[src/hdl/mcr_pkg.sv]
package mcr_pkg;

  // Point coordinates are 14-bit two's complement and wrap.
  localparam int PT_BITS = 14;
  localparam int OUT_DATA_BITS = ((2 * PT_BITS + 7) / 8) * 8;

  localparam int RADIUS_BITS_DEFAULT = 10;
  localparam int COORD_BITS_DEFAULT = 12;

  localparam logic CMD_START = 1'b0;
  localparam logic CMD_CONTINUE = 1'b1;

  localparam logic [2:0] LAST_POINT = 3'd7;

endpackage

[src/hdl/mcr_queue.sv]
module mcr_queue #(
  parameter int WIDTH = 8
) (
  input  logic             clk,
  input  logic             rst,
  input  logic             in_valid,
  output logic             in_ready,
  input  logic [WIDTH-1:0] in_data,
  output logic             out_valid,
  input  logic             out_ready,
  output logic [WIDTH-1:0] out_data
);

  logic [WIDTH-1:0] slots [2];
  logic             wr_ptr;
  logic             rd_ptr;
  logic [1:0]       count;
  logic             push;
  logic             pop;

  assign in_ready  = (count != 2'd2);
  assign out_valid = (count != 2'd0);
  assign out_data  = slots[rd_ptr];
  assign push      = in_valid && in_ready;
  assign pop       = out_valid && out_ready;

  always_ff @(posedge clk) begin
    if (push) begin
      slots[wr_ptr] <= in_data;
    end
  end

  always_ff @(posedge clk) begin
    if (rst) begin
      wr_ptr <= 1'b0;
      rd_ptr <= 1'b0;
      count  <= 2'd0;
    end else begin
      if (push) begin
        wr_ptr <= ~wr_ptr;
      end
      if (pop) begin
        rd_ptr <= ~rd_ptr;
      end
      unique case ({push, pop})
        2'b10:   count <= count + 2'd1;
        2'b01:   count <= count - 2'd1;
        default: count <= count;
      endcase
    end
  end

endmodule

[src/hdl/mcr_front.sv]
module mcr_front #(
  parameter int RADIUS_BITS = 10,
  parameter int COORD_BITS = 12,
  parameter int IN_DATA_BITS = 40,
  parameter int JOB_BITS = 2 * COORD_BITS + 2 * RADIUS_BITS + 2
) (
  input  logic                    clk,
  input  logic                    rst,
  input  logic                    s_tvalid,
  output logic                    s_tready,
  input  logic [IN_DATA_BITS-1:0] s_tdata,   // center_x, center_y, radius
  input  logic                    s_tuser,   // cmd
  output logic                    job_valid,
  input  logic                    job_ready,
  output logic [JOB_BITS-1:0]     job_data   // cx, cy, offset_major, offset_minor, done
);
  import mcr_pkg::*;

  localparam int EW = RADIUS_BITS + 4;
  localparam int SW = RADIUS_BITS + 2;
  localparam int DW = RADIUS_BITS + 1;

  logic                   active;
  logic [COORD_BITS-1:0]  cur_cx;
  logic [COORD_BITS-1:0]  cur_cy;
  logic [DW-1:0]          diameter;
  logic signed [DW-1:0]   off_major;
  logic [RADIUS_BITS-1:0] off_minor;
  logic [SW-1:0]          step_major;
  logic [SW-1:0]          step_minor;
  logic signed [EW-1:0]   err;

  logic [COORD_BITS-1:0]  in_cx;
  logic [COORD_BITS-1:0]  in_cy;
  logic [RADIUS_BITS-1:0] in_r;
  logic                   start;
  logic                   accept;

  logic                   b_active;
  logic [COORD_BITS-1:0]  b_cx;
  logic [COORD_BITS-1:0]  b_cy;
  logic [DW-1:0]          b_diam;
  logic signed [DW-1:0]   b_major;
  logic [RADIUS_BITS-1:0] b_minor;
  logic [SW-1:0]          b_smaj;
  logic [SW-1:0]          b_smin;
  logic signed [EW-1:0]   b_err;

  logic [RADIUS_BITS-1:0] minor_next;
  logic [SW-1:0]          smin_next;
  logic signed [EW-1:0]   err_mid;
  logic signed [DW-1:0]   major_next;
  logic [SW-1:0]          smaj_next;
  logic signed [EW-1:0]   err_next;
  logic                   done;

  assign in_cx  = s_tdata[COORD_BITS-1:0];
  assign in_cy  = s_tdata[2*COORD_BITS-1:COORD_BITS];
  assign in_r   = s_tdata[2*COORD_BITS+RADIUS_BITS-1:2*COORD_BITS];
  assign start  = (s_tuser == CMD_START);
  assign accept = s_tvalid && s_tready;

  // Starting values: a start reloads, a continue carries the stored circle.
  always_comb begin
    if (start) begin
      b_cx     = in_cx;
      b_cy     = in_cy;
      b_diam   = {in_r, 1'b0};
      b_major  = $signed({1'b0, in_r}) - DW'(1);
      b_minor  = '0;
      b_smaj   = SW'(1);
      b_smin   = SW'(1);
      b_err    = EW'(1) - $signed({3'b000, in_r, 1'b0});
      b_active = (in_r != '0);
    end else begin
      b_cx     = cur_cx;
      b_cy     = cur_cy;
      b_diam   = diameter;
      b_major  = off_major;
      b_minor  = off_minor;
      b_smaj   = step_major;
      b_smin   = step_minor;
      b_err    = err;
      b_active = active;
    end
  end

  // One midpoint iteration: row step, then column step.
  always_comb begin
    if (b_err <= 0) begin
      minor_next = b_minor + RADIUS_BITS'(1);
      err_mid    = b_err + $signed({2'b00, b_smin});
      smin_next  = b_smin + SW'(2);
    end else begin
      minor_next = b_minor;
      err_mid    = b_err;
      smin_next  = b_smin;
    end
    if (err_mid > 0) begin
      major_next = b_major - DW'(1);
      smaj_next  = b_smaj + SW'(2);
      err_next   = err_mid + $signed({2'b00, smaj_next}) - $signed({3'b000, b_diam});
    end else begin
      major_next = b_major;
      smaj_next  = b_smaj;
      err_next   = err_mid;
    end
    done = (major_next < $signed({1'b0, minor_next}));
  end

  assign s_tready  = job_ready;
  assign job_valid = s_tvalid && b_active;
  assign job_data  = {done, b_minor, b_major, b_cy, b_cx};

  always_ff @(posedge clk) begin
    if (rst) begin
      active     <= 1'b0;
      cur_cx     <= '0;
      cur_cy     <= '0;
      diameter   <= '0;
      off_major  <= '0;
      off_minor  <= '0;
      step_major <= SW'(1);
      step_minor <= SW'(1);
      err        <= '0;
    end else if (accept) begin
      cur_cx   <= b_cx;
      cur_cy   <= b_cy;
      diameter <= b_diam;
      if (b_active) begin
        active     <= !done;
        off_major  <= major_next;
        off_minor  <= minor_next;
        step_major <= smaj_next;
        step_minor <= smin_next;
        err        <= err_next;
      end else begin
        active     <= 1'b0;
        off_major  <= b_major;
        off_minor  <= b_minor;
        step_major <= b_smaj;
        step_minor <= b_smin;
        err        <= b_err;
      end
    end
  end

endmodule

[src/hdl/mcr_back.sv]
module mcr_back #(
  parameter int RADIUS_BITS = 10,
  parameter int COORD_BITS = 12,
  parameter int JOB_BITS = 2 * COORD_BITS + 2 * RADIUS_BITS + 2
) (
  input  logic                                clk,
  input  logic                                rst,
  input  logic                                job_valid,
  output logic                                job_ready,
  input  logic [JOB_BITS-1:0]                 job_data,
  output logic                                m_tvalid,
  input  logic                                m_tready,
  output logic [mcr_pkg::OUT_DATA_BITS-1:0]   m_tdata,  // point_x, point_y, zero fill
  output logic                                m_tlast,  // last_of_step
  output logic                                m_tuser   // circle_done
);
  import mcr_pkg::*;

  localparam int DW = RADIUS_BITS + 1;
  localparam int MAXW = (COORD_BITS > DW) ? COORD_BITS : DW;
  localparam int WW = ((MAXW > PT_BITS) ? MAXW : PT_BITS) + 1;

  logic                   busy;
  logic [2:0]             idx;
  logic [COORD_BITS-1:0]  cx;
  logic [COORD_BITS-1:0]  cy;
  logic signed [DW-1:0]   major;
  logic [RADIUS_BITS-1:0] minor;
  logic                   done;

  logic                   emit;
  logic                   load;
  logic signed [WW-1:0]   major_w;
  logic signed [WW-1:0]   minor_w;
  logic signed [WW-1:0]   off_x;
  logic signed [WW-1:0]   off_y;
  logic signed [WW-1:0]   px;
  logic signed [WW-1:0]   py;

  assign emit      = busy && (!m_tvalid || m_tready);
  assign load      = !busy || (emit && (idx == LAST_POINT));
  assign job_ready = load;

  assign major_w = WW'(major);
  assign minor_w = $signed(WW'(minor));

  // Octant mirror: upper half swaps offsets, bit 1 negates x, bit 0 clear negates y.
  always_comb begin
    off_x = idx[2] ? minor_w : major_w;
    off_y = idx[2] ? major_w : minor_w;
    px    = idx[1] ? ($signed(WW'(cx)) - off_x) : ($signed(WW'(cx)) + off_x);
    py    = idx[0] ? ($signed(WW'(cy)) + off_y) : ($signed(WW'(cy)) - off_y);
  end

  always_ff @(posedge clk) begin
    if (load && job_valid) begin
      {done, minor, major, cy, cx} <= job_data;
    end
  end

  always_ff @(posedge clk) begin
    if (emit) begin
      m_tdata <= OUT_DATA_BITS'({py[PT_BITS-1:0], px[PT_BITS-1:0]});
      m_tlast <= (idx == LAST_POINT);
      m_tuser <= (idx == LAST_POINT) && done;
    end
  end

  always_ff @(posedge clk) begin
    if (rst) begin
      busy     <= 1'b0;
      idx      <= '0;
      m_tvalid <= 1'b0;
    end else begin
      if (emit) begin
        m_tvalid <= 1'b1;
        idx      <= idx + 3'd1;
      end else if (m_tready) begin
        m_tvalid <= 1'b0;
      end
      if (load) begin
        busy <= job_valid;
        idx  <= '0;
      end
    end
  end

endmodule

[src/hdl/midpoint_circle_rasterizer_top.sv]
// channel  dir  tdata (low bit up)                        tuser         tlast
// s_*      in   center_x, center_y, radius, zero fill    cmd           -
// m_*      out  point_x, point_y, zero fill              circle_done   last_of_step
//
// Each accepted item yields eight points or none; the point serializer
// emits one point a cycle while the sink is ready.
// The iteration unit feeds a two-entry job queue, so inputs keep flowing
// while the serializer or the sink stalls, until the queue fills.
// An item's first point passes the queue, the job registers and the output register.
// Synchronous active-high reset clears circle state, queue and output valid.
module midpoint_circle_rasterizer_top #(
  parameter int RADIUS_BITS = mcr_pkg::RADIUS_BITS_DEFAULT,
  parameter int COORD_BITS = mcr_pkg::COORD_BITS_DEFAULT,
  parameter int IN_DATA_BITS = ((2 * COORD_BITS + RADIUS_BITS + 7) / 8) * 8
) (
  input  logic                              clk,
  input  logic                              rst,
  input  logic                              s_tvalid,
  output logic                              s_tready,
  input  logic [IN_DATA_BITS-1:0]           s_tdata,   // center_x, center_y, radius, zero fill
  input  logic                              s_tuser,   // cmd
  output logic                              m_tvalid,
  input  logic                              m_tready,
  output logic [mcr_pkg::OUT_DATA_BITS-1:0] m_tdata,   // point_x, point_y, zero fill
  output logic                              m_tlast,   // last_of_step
  output logic                              m_tuser    // circle_done
);

  localparam int JOB_BITS = 2 * COORD_BITS + 2 * RADIUS_BITS + 2;

  logic                push_valid;
  logic                push_ready;
  logic [JOB_BITS-1:0] push_data;
  logic                pop_valid;
  logic                pop_ready;
  logic [JOB_BITS-1:0] pop_data;

  mcr_front #(
    .RADIUS_BITS (RADIUS_BITS),
    .COORD_BITS  (COORD_BITS),
    .IN_DATA_BITS(IN_DATA_BITS),
    .JOB_BITS    (JOB_BITS)
  ) u_front (
    .clk      (clk),
    .rst      (rst),
    .s_tvalid (s_tvalid),
    .s_tready (s_tready),
    .s_tdata  (s_tdata),
    .s_tuser  (s_tuser),
    .job_valid(push_valid),
    .job_ready(push_ready),
    .job_data (push_data)
  );

  mcr_queue #(
    .WIDTH(JOB_BITS)
  ) u_queue (
    .clk      (clk),
    .rst      (rst),
    .in_valid (push_valid),
    .in_ready (push_ready),
    .in_data  (push_data),
    .out_valid(pop_valid),
    .out_ready(pop_ready),
    .out_data (pop_data)
  );

  mcr_back #(
    .RADIUS_BITS(RADIUS_BITS),
    .COORD_BITS (COORD_BITS),
    .JOB_BITS   (JOB_BITS)
  ) u_back (
    .clk      (clk),
    .rst      (rst),
    .job_valid(pop_valid),
    .job_ready(pop_ready),
    .job_data (pop_data),
    .m_tvalid (m_tvalid),
    .m_tready (m_tready),
    .m_tdata  (m_tdata),
    .m_tlast  (m_tlast),
    .m_tuser  (m_tuser)
  );

  a_done_on_last: assert property (@(posedge clk) m_tvalid && m_tuser |-> m_tlast)
    else $error("circle_done without last_of_step");

  a_reset_idle: assert property (@(posedge clk) rst |=> !m_tvalid)
    else $error("output valid right after reset");

  a_queue_gates_input: assert property (@(posedge clk)
    disable iff (rst) !push_ready |-> !s_tready)
    else $error("input taken while job queue full");

endmodule

[config.mk]
export PLATFORM = sky130hd
export DESIGN_NAME = midpoint_circle_rasterizer_top
export DESIGN_NICKNAME = d
export VERILOG_FILES = /design/src/hdl/mcr_pkg.sv /design/src/hdl/mcr_queue.sv /design/src/hdl/mcr_front.sv /design/src/hdl/mcr_back.sv /design/src/hdl/midpoint_circle_rasterizer_top.sv
export SDC_FILE = /design/constraint.sdc
export NUM_CORES = 1
export LEC_CHECK = 0
export ABC_AREA = 1
export BUFFER_PORTS_ARGS = -buffer_cell sky130_fd_sc_hd__buf_4
export CAP_MARGIN = 20
export CORE_ASPECT_RATIO = 1.25
export CORE_MARGIN = 2
export CORE_UTILIZATION = 55
export DETAILED_ROUTE_END_ITERATION = 6
export GPL_TIMING_DRIVEN = 0
export HOLD_SLACK_MARGIN = 0.08
export MAX_ROUTING_LAYER = met4
export PLACE_DENSITY_LB_ADDON = 0.2
export SLEW_MARGIN = 10
export SYNTH_ARGS = -nofsm -noshare
export SYNTH_HDL_FRONTEND = slang
export SYNTH_SLANG_ARGS = --single-unit
[constraint.sdc]
create_clock -name clk -period 8.9 [get_ports clk]
set_input_delay 1.335 -clock clk [delete_from_list [all_inputs] [get_ports clk]]
set_output_delay 1.335 -clock clk [all_outputs]
set_load 0.01 [all_outputs]
* Yosys cells after proc, flatten, opt, wreduce, memory -nomap -nowiden
Memory sizes are Yosys's and may differ from the RTL's. A register that Yosys moved wholly into a read port is not among the register bits. Index checks and enable logic that the tools add are counted.
Word-level totals: register bits 134, bits in latches 0, bits in writable memories 92, ROM bits 0, bits of input ports 45, output and inout port bits 36, word-level logic and storage cells 91, memories 1
Memories:
- u_queue.slots | depth 2, bits a word 46, rd ports 1, clocked after memory_dff 1, wr ports 1, line mcr_queue.sv:14 | logic [WIDTH-1:0] slots [2];
Cells by class: $add $sub $neg 16, multiply operators 0, div/mod/pow operators 0, magnitude comparators 3, equal/unequal tests 4, shift operators 0, multiplexer cells 30, bitwise logic cells 2, reduce and logical (&&, ||, !) cells 17
Operators with widths (number):
- two-way mux 14 bit | 8
- two-way mux 12 bit | 8
- two-way mux 11 bit | 4
- two-way mux 10 bit | 3
- adder 13 x 14 -> 14 bit | 2
- adder 14 x 13 -> 14 bit | 2
- subtractor 13 x 14 -> 14 bit | 2
- adder 12 x 2 -> 12 bit (second input constant) | 2
- greater-than comparator 14 x 1 -> 1 bit (second input constant) | 1
- less-or-equal comparator 14 x 1 -> 1 bit (second input constant) | 1
- subtractor 14 x 12 -> 14 bit | 1
- subtractor 1 x 11 -> 12 bit (first input constant) | 1
- less-than comparator 11 bit | 1
- subtractor 10 x 1 -> 11 bit (second input constant) | 1
- subtractor 11 x 2 -> 11 bit (second input constant) | 1
- adder 10 x 1 -> 10 bit (second input constant) | 1
- nonzero test 10 bit | 1
- logical AND 1 bit | 7
- two-way mux 1 bit | 6
- nonzero test 2 bit | 3
- one-hot mux 2 bit (2 select lines) | 1
- adder 3 x 1 -> 3 bit (second input constant) | 1
- equality test 3 bit (second input constant) | 1
- zero test 1 bit | 3
- 8 further kinds | 10

* Longest topological paths before layout
Gate-level depths: netlist (run 1).
word-level depth 9, mapped depth 46, gate-level depth less buffers 42

* Cells and area by module
Synthesis (run 1) repeated with hierarchy kept, for this count alone.
Second synthesis, totals: cells, all modules 1860, area total of the unflattened synthesis 16041.6 um2
Modules (own cells, without submodules):
- mcr_front | times used 1, cells each 1196, area each 7598.5 um2, sequential area each 1901.8 um2
- mcr_back | times used 1, cells each 483, area each 4679.5 um2, sequential area each 2382.3 um2
- mcr_queue | times used 1, cells each 181, area each 3763.6 um2, sequential area each 2862.7 um2

* Worst setup path before layout (run 1)
Ideal clock, no wire load.
path kind input to register, start input s_tuser, end memory u_queue.slots[0][45] (netlist name) (data pin), setup time 0.257 ns, data arrival time 6.372 ns, required time 8.643 ns, path slack 2.271 ns, stages on the path 45, path buffers 6, cells stage by stage buf_2 -> buf_2 -> buf_2 -> buf_1 -> clkbuf_1 -> clkbuf_1 -> nand2_1 -> ha_1 -> inv_1 -> fa_1 -> or2_2 -> nand3b_1 -> nand2_1 -> inv_1 -> nand3_1 -> a21boi_0 -> nand2_1 -> nand2_1 -> [... 9 more ...] -> inv_1 -> nor2_1 -> nand4_1 -> nor2_1 -> nand2_2 -> nand2_8 -> nor2_2 -> nand3_1 -> xor2_1 -> inv_1 -> ha_1 -> nand2_1 -> o21ai_0 -> nand4_1 -> nand2_1 -> inv_1 -> nand2_1 -> nand2_1
Between the ends: cells in the longest elaborated chain, start to end 6, elaborated cells on any way between the ends 13, those cells by class add/sub (3); order compare (3); mux (7)
Ends and longest elaborated chain:
- start: declaration | line midpoint_circle_rasterizer_top.sv:21 | input logic s_tuser,
- two-way mux 12 bit | line mcr_front.sv:65 | if (start) begin
- via u_front.b_smin[0] | line mcr_front.sv:46 | logic [SW-1:0] b_smin;
- adder 14 x 13 -> 14 bit | line mcr_front.sv:92 | err_mid = b_err + $signed({2'b00, b_smin});
- two-way mux 14 bit | line mcr_front.sv:90 | if (b_err <= 0) begin
- greater-than comparator 14 x 1 -> 1 bit | line mcr_front.sv:99 | if (err_mid > 0) begin
- two-way mux 11 bit | line mcr_front.sv:99
- less-than comparator 11 bit | line mcr_front.sv:108 | done = (major_next < $signed({1'b0, minor_next}));
- via push_data[45] | line midpoint_circle_rasterizer_top.sv:33 | logic [JOB_BITS-1:0] push_data;
- end: declaration | line mcr_queue.sv:14
The timed path passes the listed nets, and every way through them passes these cells.

* Worst setup path after layout (run 1)
start input s_tuser, end memory u_queue.slots[1][45] (netlist name) (data pin)
The elaborated chain is that of the path after synthesis.

==> metrics.md, run 1 <==
| Metric | Value |
|---|---|
| Status | `finished, final reports clean` |
| Final WL | `42440 µm` |
| Final hold vios | `0` |
| Num Clock Sinks | `272` |
| Share of the synthesized area in the top cell type | `0.3323` |
| Worst r2r dst | `u_queue.slots[1][45]$_DFFE_PP_` |
| Hold Buf Count CTS | `0` |
| Mean Syn Cell Area | `8.264 µm²` |
| Hold Path End | `u_front.cur_cy[7]$_SDFFE_PP0P_` |
| Total GRT Usage | `0.3004` |
| Vias in the first global route | `12250` |
| Initial Util | `0.5541` |
| I/O Buffers | `69` |
| Sequential area share after synthesis | `0.4695` |
| Combinational share of power | `0.392` |
| Share of layout cells above drive strength 1 | `0.08906` |
| Fin Hold WS | `450.8 ps` |
| Post-detailed-route count of antenna-violating nets | `0` |
| Non-Filler Instances | `2315` |
| Routability cong. | `0.9652` |
| Largest net degree at the start of global routing | `34` |
| Register share of total power | `0.376` |
| Max Slew Vio Count | `0` |
| Critical Path Sink Type | `flop` |
| Sw frac | `0.3723` |
| Yosys top cell by area | `edfxtp_1` |
| Worst path bufs/invs | `13` |
| Via count | `12710` |
| CTS tree | `done` |
| Critical path class | `in -> reg` |
| DIE HEIGHT | `189.7 µm` |
| Mapped Cells | `1837` |
| Fillers | `2415` |
| Cell Area, Placed | `16240 µm²` |
| Final Setup Violations | `0` |
| Complex-gate fraction of the synthesized area | `0.1362` |
| Internal | `3.111 mW` |
| Postcts setup bufs | `0` |
| Clock-pin slew on the worst setup and hold paths | `60 ps` |
| Detailed Route Iter0 Violations | `725` |
| Crit path largest cell delay | `650 ps` |
| Period utilization | `0.9474` |
| First-pass GRT wire length | `65410 µm` |
| Final instance area | `17180 µm²` |
| CP delay by family, top | `buffers and inverters` |
| Clock group share of total power | `0.233` |
| Slew @ Worst Pin | `1111 ps` |
| Dpl cells | `2262` |
| Worst setup SP type | `input port` |
| Register bit total from synthesis | `272` |
| Hold Crit Start | `u_front.cur_cy[7]$_SDFFE_PP0P_` |
| Clock skew | `20.97 ps` |
| Area contributors post-synth | `edfxtp_1, dfxtp_1, nand2_1` |
| Worst Path Arrival | `8700 ps` |
| Post-cts gate resize count | `0` |
| Post-synthesis mux area share | `0` |
| Number of synthesized flops with an enable pin | `168` |
| Synth warn | `0` |
| Avg WL per Cell | `18.33 µm` |
| Post-detail-place hpwl | `33260 µm` |
| Fraction of registers with async set or reset after synthesis | `0` |
| Nets | `2071` |
| Multi-input gate area | `6880 µm²` |
| XOR/XNOR Fraction of Synth Area | `0.04558` |
| Pwr dens | `288.4 nW/µm²` |
| Worst R2R Start | `u_front.err[0]$_SDFFE_PP0P_` |
| Switching power | `1.845 mW` |
| Num ports | `81` |
| Slowest-stage cell, CP | `clkbuf_1` |
| CP dominant cell by count | `nand2_1` |
| Synth top cells by count | `nand2_1, inv_1, a21oi_1` |
| Root Driver | `clkbuf_16` |
| Post-synthesis cell area | `15180 µm²` |
| Slew margin rel. | `0.2591` |
| Pleak | `7.515 nW` |
| Core footprint | `27400 µm²` |
| Crit path max fanout | `10` |
| Clk_lat worst skew | `550 ps` |
| H-tree depth | `1` |
| Worst Path Required | `9170 ps` |
| Synth unique cells | `51` |
| Drt first pass iters | `6` |
| Rows | `68` |
| Via/cell ratio | `5.491` |
| R2r setup slk | `3170 ps` |
| FMAX | `0.1186 GHz` |
| Ant. Diodes | `0` |
| Die ar. | `28950 µm²` |
| Cts bufs inserted | `28` |
| Remaining DRCs | `0` |
| FF+latch area | `7127 µm²` |
| Initial antenna violation count | `0` |
| Max-cap violation count | `0` |
| FF-to-FF path depth | `39` |
| Synthesized-area fraction occupied by adder cells | `0.07533` |
| Main combinational cell family by area after synthesis | `simple AND/OR/NAND/NOR gates` |
| Top_reg_cell synth | `edfxtp_1` |
| Count leader, synth | `nand2_1` |
| Hold Path Cell Cnt | `2` |
| Simple-gate share of the synthesized area | `0.1934` |
| Min Clock Period, post-route | `8432 ps` |
| RSZ-0062 raised after global routing | `false` |
| Worst VDD drop | `141.9 µV` |
| P&R area growth vs syn | `13.17%` |
| Worst min path class | `reg -> reg` |
| Chip width | `152.6 µm` |
| Grt ovf | `0` |
| CTS Buffer Depth | `3` |
[stage by stage]
stage / power, mW / util / setup slack, ps / setup TNS (ps)
after global routing: 5.268 / 0.6271 / 99.61 / 0
final: 4.955 / 0.6271 / 468.5 / 0
after detailed placement: 3.805 / 0.5928 / -117.8 / -325.0
after floorplan: 3.190 / - / 2271 / 0
after CTS: 4.953 / 0.6261 / 404.6 / 0
after global placement: 3.723 / 0.5894 / -79.11 / -195.4
[routing by layer]
metal,global-route usage,up-vias,share of wire
met4,0.1784,0,0.070
met5,-,-,0
met3,0.03144,143,0.044
li1,-,6284,-
met1,0.3099,5898,0.36
met2,0.5521,387,0.52
[logic make-up after synthesis]
logic type	Yosys count
AO/OA/AOI/OAI	388
adder cells (fa/ha/maj)	83
AND/OR/NAND/NOR	709
XOR/XNOR	79
other	1
flip-flops	272
buffers and inverters	305
[state kept, by name, summed over array words and instances, names as in the netlist, 3 cells and up]
signal / count
u_front.off_minor: 10
u_front.step_major: 12
u_back.m_tdata: 28
u_front.cur_cx: 12
u_back.cy: 12
u_front.off_major: 11
u_back.minor: 10
u_front.cur_cy: 12
u_front.step_minor: 12
u_back.cx: 12
u_queue.slots: 92
u_back.idx: 3
u_front.diameter: 11
u_back.major: 11
u_front.err: 14
[area by class of cell]
cell class | instances | share of cell area
flip-flops and latches | 272 | 0.4148
multi-input cells | 1263 | 0.4005
inverters | 232 | 0.05098
clock buffers | 35 | 0.04530
repair buffers | 73 | 0.03569
well taps | 350 | 0.02549
plain buffers | 73 | 0.01959
clock inverters | 17 | 0.007647
[tightest hold or removal path, stage by stage, from the launching register on]
cell,delay (ps)
dfxtp_1,290
inv_1,50
a21oi_1,60
[placed cells by master, fill, tap and decap left out, types with 3 or more instances in the layout]
| cell type | instances |
|---|---|
| a211oi_1 | 4 |
| a21oi_1 | 169 |
| a21oi_2 | 3 |
| a31oi_1 | 6 |
| buf_2 | 7 |
| buf_4 | 73 |
| buf_6 | 5 |
| clkbuf_1 | 58 |
| clkbuf_16 | 29 |
| clkbuf_8 | 3 |
| clkinv_1 | 3 |
| clkinv_2 | 8 |
| clkinvlp_4 | 5 |
| conb_1 | 4 |
| dfxtp_1 | 104 |
| edfxtp_1 | 168 |
| fa_1 | 14 |
| ha_1 | 69 |
| inv_1 | 224 |
| inv_2 | 4 |
| nand2_1 | 491 |
| nand2_2 | 6 |
| nand3_1 | 67 |
| nand4_1 | 16 |
| nor2_1 | 85 |
| nor2_2 | 5 |
| nor3_1 | 17 |
| o211ai_1 | 14 |
| o21a_1 | 3 |
| o21ai_0 | 161 |
| o21ai_1 | 13 |
| o21bai_1 | 3 |
| o221ai_1 | 4 |
| or2_2 | 4 |
| xnor2_1 | 18 |
| xor2_1 | 61 |
[worst max-delay path by stage]
| stage | from | to | slack, ps | cells after the start |
|---|---|---|---|---|
| CTS | s_tuser | u_queue.slots[1][45]$_DFFE_PP_ | 400 | 46 |
| finish | s_tuser | u_queue.slots[1][45]$_DFFE_PP_ | 470 | 46 |
| global route | s_tuser | u_queue.slots[0][45]$_DFFE_PP_ | 100 | 46 |
| global placement | s_tuser | u_queue.slots[0][45]$_DFFE_PP_ | -80 | 46 |
| detailed placement | s_tuser | u_queue.slots[0][45]$_DFFE_PP_ | -120 | 46 |
| floorplan | s_tuser | u_queue.slots[0][45]$_DFFE_PP_ | 2270 | 45 |
[power by group through the flow]
stage / Combinational (mW) / Sequential, mW / Clock, mW
after detailed placement: 1.91 / 1.89 / 0
after CTS: 1.93 / 1.87 / 1.16
after global routing: 2.17 / 1.89 / 1.21
after floorplan: 1.28 / 1.91 / 0
after global placement: 1.82 / 1.91 / 0
final: 1.94 / 1.86 / 1.15
Note: power is estimated with default switching activity, not from simulation.
==> inputs of run 2 (changes only) <==
--- a/config.mk
+++ b/config.mk
@@ -6,7 +6,7 @@
 export NUM_CORES = 1
 export LEC_CHECK = 0
 export ABC_AREA = 1
-export BUFFER_PORTS_ARGS = -buffer_cell sky130_fd_sc_hd__buf_4
+export BUFFER_PORTS_ARGS = -buffer_cell sky130_fd_sc_hd__buf_2
 export CAP_MARGIN = 20
 export CORE_ASPECT_RATIO = 1.25
 export CORE_MARGIN = 2
@@ -20,3 +20,4 @@
 export SYNTH_ARGS = -nofsm -noshare
 export SYNTH_HDL_FRONTEND = slang
 export SYNTH_SLANG_ARGS = --single-unit
+export TNS_END_PERCENT = 20
==> metrics.md, run 2 (synthesis results as in run 1) <==
| Metric | Value |
|---|---|
| Status | `finished, final reports clean` |
| Final WL | `42570 µm (+0.31%)` |
| Slew margin rel. | `0.2894 (+0.03034)` |
| Met3 WL | `2028 µm (+7.5%)` |
| Largest register FFs | `92 (unchanged)` |
| Hold Path End | `u_front.cur_cy[2]$_SDFFE_PP0P_` |
| Worst Path Required | `9370 ps (+200 ps)` |
| Rows | `68 (unchanged)` |
| Largest Register | `u_queue.slots` |
| Clock-pin slew on the worst setup and hold paths | `70 ps (about the same)` |
| I/O Buffers | `69 (unchanged)` |
| Clock skew | `8.887 ps (-12.09 ps)` |
| Die ar. | `28950 µm² (unchanged)` |
| Dpl cells | `2262 (unchanged)` |
| Worst Path Arrival | `8890 ps (+190 ps)` |
| CTS tree | `done` |
| Postcts setup bufs | `0 (unchanged)` |
| Met1 wire length | `15570 µm (+1.1%)` |
| Initial Util | `0.5541 (unchanged)` |
| Avg WL per Cell | `18.41 µm (+0.44%)` |
| Non-Filler Instances | `2312 (-0.13%)` |
| Num ports | `81 (unchanged)` |
| Hold Path Cell Cnt | `2 (unchanged)` |
| Total GRT Usage | `0.3013 (+0.0008988)` |
| Share of layout cells above drive strength 1 | `0.08665 (-0.002412)` |
| Top flop regs | `u_queue.slots x92, u_back.m_tdata x28, u_front.err x14` |
| Most frequent cells in the layout | `nand2_1, inv_1, a21oi_1, edfxtp_1, o21ai_0` |
| DIE HEIGHT | `189.7 µm (unchanged)` |
| Clk_lat worst skew | `540 ps (about the same)` |
| Worst R2R Start | `u_front.err[0]$_SDFFE_PP0P_` |
| Hold Buf Count CTS | `0 (unchanged)` |
| Period utilization | `0.9460 (-0.001352)` |
| RSZ-0062 raised after global routing | `false` |
| Via/cell ratio | `5.519 (+0.52%)` |
| Worst setup SP type | `input port` |
| Slew @ Worst Pin | `1066 ps (-45.51 ps)` |
| Initial antenna violation count | `1 (+1)` |
| Grt ovf | `0 (unchanged)` |
| Detailed Route Iter0 Violations | `879 (+21%)` |
| H-tree depth | `1 (unchanged)` |
| Worst min path class | `reg -> reg` |
| P&R area growth vs syn | `12.29%` |
| Fin Hold WS | `448.5 ps (-2.327 ps)` |
| Final hold vios | `0 (unchanged)` |
| Post-detailed-route count of antenna-violating nets | `0 (unchanged)` |
| Root Driver | `clkbuf_16` |
| Pleak | `7.482 nW (-0.45%)` |
| FF-to-FF path depth | `41 (+5.1%)` |
| Routability cong. | `1.049 (+8.7%)` |
| Cell Area, Placed | `16060 µm² (-1.1%)` |
| Most common cell after layout, fill and taps aside | `nand2_1` |
| Post-detail-place hpwl | `32660 µm (-1.8%)` |
| Final TNS setup | `0 ps (unchanged)` |
| First-pass GRT wire length | `66010 µm (+0.92%)` |
| Met2 wire len | `21780 µm (-1.9%)` |
| Num Clock Sinks | `272 (unchanged)` |
| Core footprint | `27400 µm² (unchanged)` |
| Largest net degree at the start of global routing | `34 (unchanged)` |
| R2r setup slk | `2950 ps (-220 ps)` |
| Setup slack after layout | `480.5 ps (+12.03 ps)` |
| Pre-CTS setup slack | `-181.2 ps (-63.38 ps)` |
| Final Total Pwr | `4.963 mW (+0.16%)` |
| Core Util, Final | `0.6222 (-0.004887)` |
| Drt first pass iters | `5 (-1)` |
| Worst r2r dst | `u_front.active$_SDFFE_PP0P_` |
| Final Setup Violations | `0 (unchanged)` |
| Final instance area | `17050 µm² (-0.78%)` |
| CTS Buffer Depth | `3 (unchanged)` |
| Nets | `2070 (-0.048%)` |
| Slowest-stage cell, CP | `clkbuf_1` |
| CP dominant cell by count | `nand2_1` |
| Critical path class | `in -> reg` |
| Max Slew Vio Count | `0 (unchanged)` |
| Crit path max fanout | `10 (unchanged)` |
| Remaining DRCs | `0 (unchanged)` |
| Max-cap violation count | `0 (unchanged)` |
| Via count | `12760 (+0.39%)` |
| Min Clock Period, post-route | `8419 ps (-12.03 ps)` |
| Crit path largest cell delay | `620 ps (-30 ps)` |
| FMAX | `0.1188 GHz (+0.14%)` |
| Worst VDD drop | `142.7 µV (+0.56%)` |
| Hold Crit Start | `u_front.cur_cy[2]$_SDFFE_PP0P_` |
| Highest metal used | `met4` |
| Ant. Diodes | `0 (unchanged)` |
| Chip width | `152.6 µm (unchanged)` |
| Critical Path Sink Type | `flop` |
| Vias in the first global route | `12340 (+0.70%)` |
| Cts bufs inserted | `27 (-3.6%)` |
| Pwr dens | `291.2 nW/µm² (+0.95%)` |
==> run 2: cell count changes in the layout (fill, tap and decap cells not counted), moves of 2 or more <==
cell and delta:
clkinv_2 -5, clkbuf_8 +2, clkinvlp_4 -3, buf_4 -69
buf_2 +69, bufinv_16 +4, clkbuf_16 -2
==> run 2: routing by layer <==
layer | up-vias | track usage
li1 | 6285 | -
met1 | 5956 | 0.3133
met2 | 385 | 0.5450
met3 | 135 | 0.02938
met4 | 0 | 0.1944
met5 | - | -
==> run 2: how the worst max path moves through the flow <==
stage / from / endpoint / slack, ps
2_1_floorplan: s_tuser / u_queue.slots[0][45]$_DFFE_PP_ / 2270
3_3_place_gp: s_tuser / u_front.active$_SDFFE_PP0P_ / -150
3_5_place_dp: s_tuser / u_front.active$_SDFFE_PP0P_ / -180
4_1_cts: s_tuser / u_front.active$_SDFFE_PP0P_ / 330
5_1_grt: s_tuser / u_front.active$_SDFFE_PP0P_ / 130
6_report: s_tuser / u_front.active$_SDFFE_PP0P_ / 480
==> run 2: what timing repair did <==
item | in CTS | in global routing
setup endpoints to repair | 0 | 3
resized for setup | 0 | 2
endpoints found under the hold margin | 0 | 0
==> run 2: critical path: cells and delay by family <==
kind	cells	cell delay, ps
and+or+nand+nor	24	2400
xor gates and xnor gates	1	350
adders and majority gates	4	1000
buffers and inverters	13	3090
AOI/OAI and AO/OA	5	680
==> run 2: cell type report <==
cell class	instances	area, µm²
clock buffer	36	759.5
clock inverter	13	196.4
buffer	73	336.6
sequential	272	7127
inverter	232	875.8
tap	350	437.9
multi-input combinational	1263	6880
fill	2408	10350
timing repair buffer	73	432.9
==> run 2: where the power goes <==
group / switching, mW / internal (mW)
sequential: 0.104 / 1.77
combinational: 1.21 / 0.649
clock: 0.489 / 0.743
==> inputs of run 3 (changes only) <==
--- a/config.mk
+++ b/config.mk
@@ -15,7 +15,7 @@
 export GPL_TIMING_DRIVEN = 0
 export HOLD_SLACK_MARGIN = 0.08
 export MAX_ROUTING_LAYER = met4
-export PLACE_DENSITY_LB_ADDON = 0.2
+export PLACE_DENSITY = 0.81
 export SLEW_MARGIN = 10
 export SYNTH_ARGS = -nofsm -noshare
 export SYNTH_HDL_FRONTEND = slang
==> metrics.md, run 3 (synthesis results as in run 1) <==
| Metric | Value |
|---|---|
| Slowest-stage cell, CP | `clkbuf_1` |
| CP startpoint | `s_tuser` |
| Initial Util | `0.5541 (unchanged)` |
| Worst min path class | `reg -> reg` |
| Share of layout cells above drive strength 1 | `0.08308 (-0.003568)` |
| Avg WL per Cell | `18.23 µm (-1.0%)` |
| Dpl cells | `2262 (unchanged)` |
| Fin Hold WS | `449.5 ps (+1.006 ps)` |
| Cts bufs inserted | `27 (unchanged)` |
| Crit path max fanout | `10 (unchanged)` |
| P&R area growth vs syn | `11.75%` |
| Critical Path Sink Type | `flop` |
| Cell Area, Placed | `16070 µm² (about the same)` |
| RSZ-0062 raised after global routing | `false` |
| Rows | `68 (unchanged)` |
| Postcts setup bufs | `0 (unchanged)` |
| Worst r2r dst | `u_queue.slots[0][45]$_DFFE_PP_` |
| Root Driver | `clkbuf_16` |
| Max-cap violation count | `0 (unchanged)` |
| Max Slew Vio Count | `0 (unchanged)` |
| CP dominant cell by count | `nand2_1` |
| Clock-pin slew on the worst setup and hold paths | `60 ps (about the same)` |
| Period utilization | `0.9547 (+0.008676)` |
| Ant. Diodes | `0 (unchanged)` |
| Clock skew | `17.58 ps (+8.688 ps)` |
| Most common cell after layout, fill and taps aside | `nand2_1` |
| FF+latch area | `7127 µm² (unchanged)` |
| Total GRT Usage | `0.2949 (-0.006374)` |
| Status | `finished, final reports clean` |
| Worst Path Arrival | `8790 ps (-100 ps)` |
| Most frequent cells in the layout | `nand2_1, inv_1, a21oi_1, edfxtp_1, o21ai_0` |
| Largest net degree at the start of global routing | `34 (unchanged)` |
| FF-to-FF path depth | `40 (-2.4%)` |
| Initial antenna violation count | `0 (-1)` |
| Final instance area | `16960 µm² (-0.48%)` |
| Crit path largest cell delay | `640 ps (+20 ps)` |
| I/O Buffers | `69 (unchanged)` |
| Top flop regs | `u_queue.slots x92, u_back.m_tdata x28, u_front.err x14` |
| Hold Buf Count CTS | `0 (unchanged)` |
| Worst Path Required | `9190 ps (-180 ps)` |
| DIE HEIGHT | `189.7 µm (unchanged)` |
| Via count | `13000 (+1.9%)` |
| Num ports | `81 (unchanged)` |
| Detailed Route Iter0 Violations | `1034 (+18%)` |
| Post-detailed-route count of antenna-violating nets | `0 (unchanged)` |
| Clk_lat worst skew | `550 ps (about the same)` |
| Worst setup SP type | `input port` |
| Core footprint | `27400 µm² (unchanged)` |
| Final WL | `42150 µm (-1.0%)` |
| Worst R2R Start | `u_front.err[0]$_SDFFE_PP0P_` |
| Post-detail-place hpwl | `32190 µm (-1.4%)` |
| Slew @ Worst Pin | `950.1 ps (-115.8 ps)` |
| R2r setup slk | `3080 ps (+130 ps)` |
| Final hold vios | `0 (unchanged)` |
| Drt first pass iters | `5 (unchanged)` |
| Num Clock Sinks | `272 (unchanged)` |
| Die ar. | `28950 µm² (unchanged)` |
| Hold Crit Start | `u_front.cur_cy[2]$_SDFFE_PP0P_` |
| Worst VDD drop | `151.0 µV (+5.8%)` |
| Pwr dens | `290.0 nW/µm² (-0.39%)` |
| Final Setup Violations | `0 (unchanged)` |
| Min Clock Period, post-route | `8497 ps (+77.22 ps)` |
| Grt ovf | `0 (unchanged)` |
| Remaining DRCs | `0 (unchanged)` |
| Nets | `2070 (unchanged)` |
| Post-cts gate resize count | `0 (unchanged)` |
| First-pass GRT wire length | `65600 µm (-0.62%)` |
| Largest Register | `u_queue.slots` |
| Via/cell ratio | `5.623 (+1.9%)` |
| Largest register FFs | `92 (unchanged)` |
| Multi-input gate area | `6880 µm² (unchanged)` |
| Setup crit end | `u_queue.slots[0][45]$_DFFE_PP_` |
| Final Total Pwr | `4.920 mW (-0.87%)` |
| Final TNS setup | `0 ps (unchanged)` |
| CTS Buffer Depth | `3 (unchanged)` |
| CTS tree | `done` |
| Routability cong. | `0.9840 (-6.2%)` |
| Critical path class | `in -> reg` |
| FMAX | `0.1177 GHz (-0.91%)` |
| Fillers | `2333 (-3.1%)` |
| Vias in the first global route | `12760 (+3.5%)` |
| Non-Filler Instances | `2312 (unchanged)` |
| Chip width | `152.6 µm (unchanged)` |
| H-tree depth | `1 (unchanged)` |
| Slew margin rel. | `0.3666 (+0.07722)` |
| Pleak | `7.436 nW (-0.62%)` |
==> run 3: changes by cell type in the layout (fill, tap and decap cells not counted), moves of 2 or more <==
cell       before  now
bufinv_16       5    2
clkbuf_1       59   65
clkbuf_8        5    2
clkinv_2        3    1
clkinv_4        0    2
==> run 3: worst min-delay path by stage <==
stage	end	slack (ps)	cells past startpoint
2_1_floorplan	u_front.step_minor[0]$_SDFFE_PP1P_	420	2
3_3_place_gp	u_front.step_minor[0]$_SDFFE_PP1P_	430	2
3_5_place_dp	u_front.cur_cx[1]$_SDFFE_PP0P_	440	2
4_1_cts	u_front.cur_cy[11]$_SDFFE_PP0P_	450	2
5_1_grt	u_front.cur_cy[10]$_SDFFE_PP0P_	470	2
6_report	u_front.cur_cy[2]$_SDFFE_PP0P_	450	2
==> run 3: power breakdown <==
group	total (mW)	internal, mW	switching (mW)	leakage, nW
Sequential	1.86	1.77	0.0978	2.43
Clock	1.13	0.640	0.487	0.417
Combinational	1.93	0.657	1.27	4.59
==> run 3: worst max-delay path: cells and delay by family <==
| family | cells | cell delay [ps] |
|---|---|---|
| buffers and inverters | 13 | 3180 |
| and+or+nand+nor | 24 | 2500 |
| adders and majority gates | 4 | 950 |
| AOI/OAI and AO/OA | 4 | 570 |
| xor gates and xnor gates | 1 | 240 |
==> run 3: layout make-up <==
cell class / instances / area share
timing repair buffer: 73 / 0.02596
clock buffer: 38 / 0.04344
multi-input combinational: 1263 / 0.4056
sequential: 272 / 0.4201
clock inverter: 11 / 0.007671
buffer: 73 / 0.01977
tap: 350 / 0.02581
inverter: 232 / 0.05163
==> run 3: routing by layer <==
| layer | GRT usage | wire (µm) |
|---|---|---|
| met1 | 0.3031 | 14980 |
| met2 | 0.5302 | 21690 |
| met3 | 0.03690 | 2230 |
| met4 | 0.1930 | 3247 |
| met5 | - | 0 |
==> run 3: per-stage QoR <==
step                utilization  setup slack, ps
floorplan                     -             2271
global placement         0.5831            111.7
detailed placement       0.5865            17.04
CTS                      0.6182            568.9
global route             0.6192            125.4
finish                   0.6192            403.3
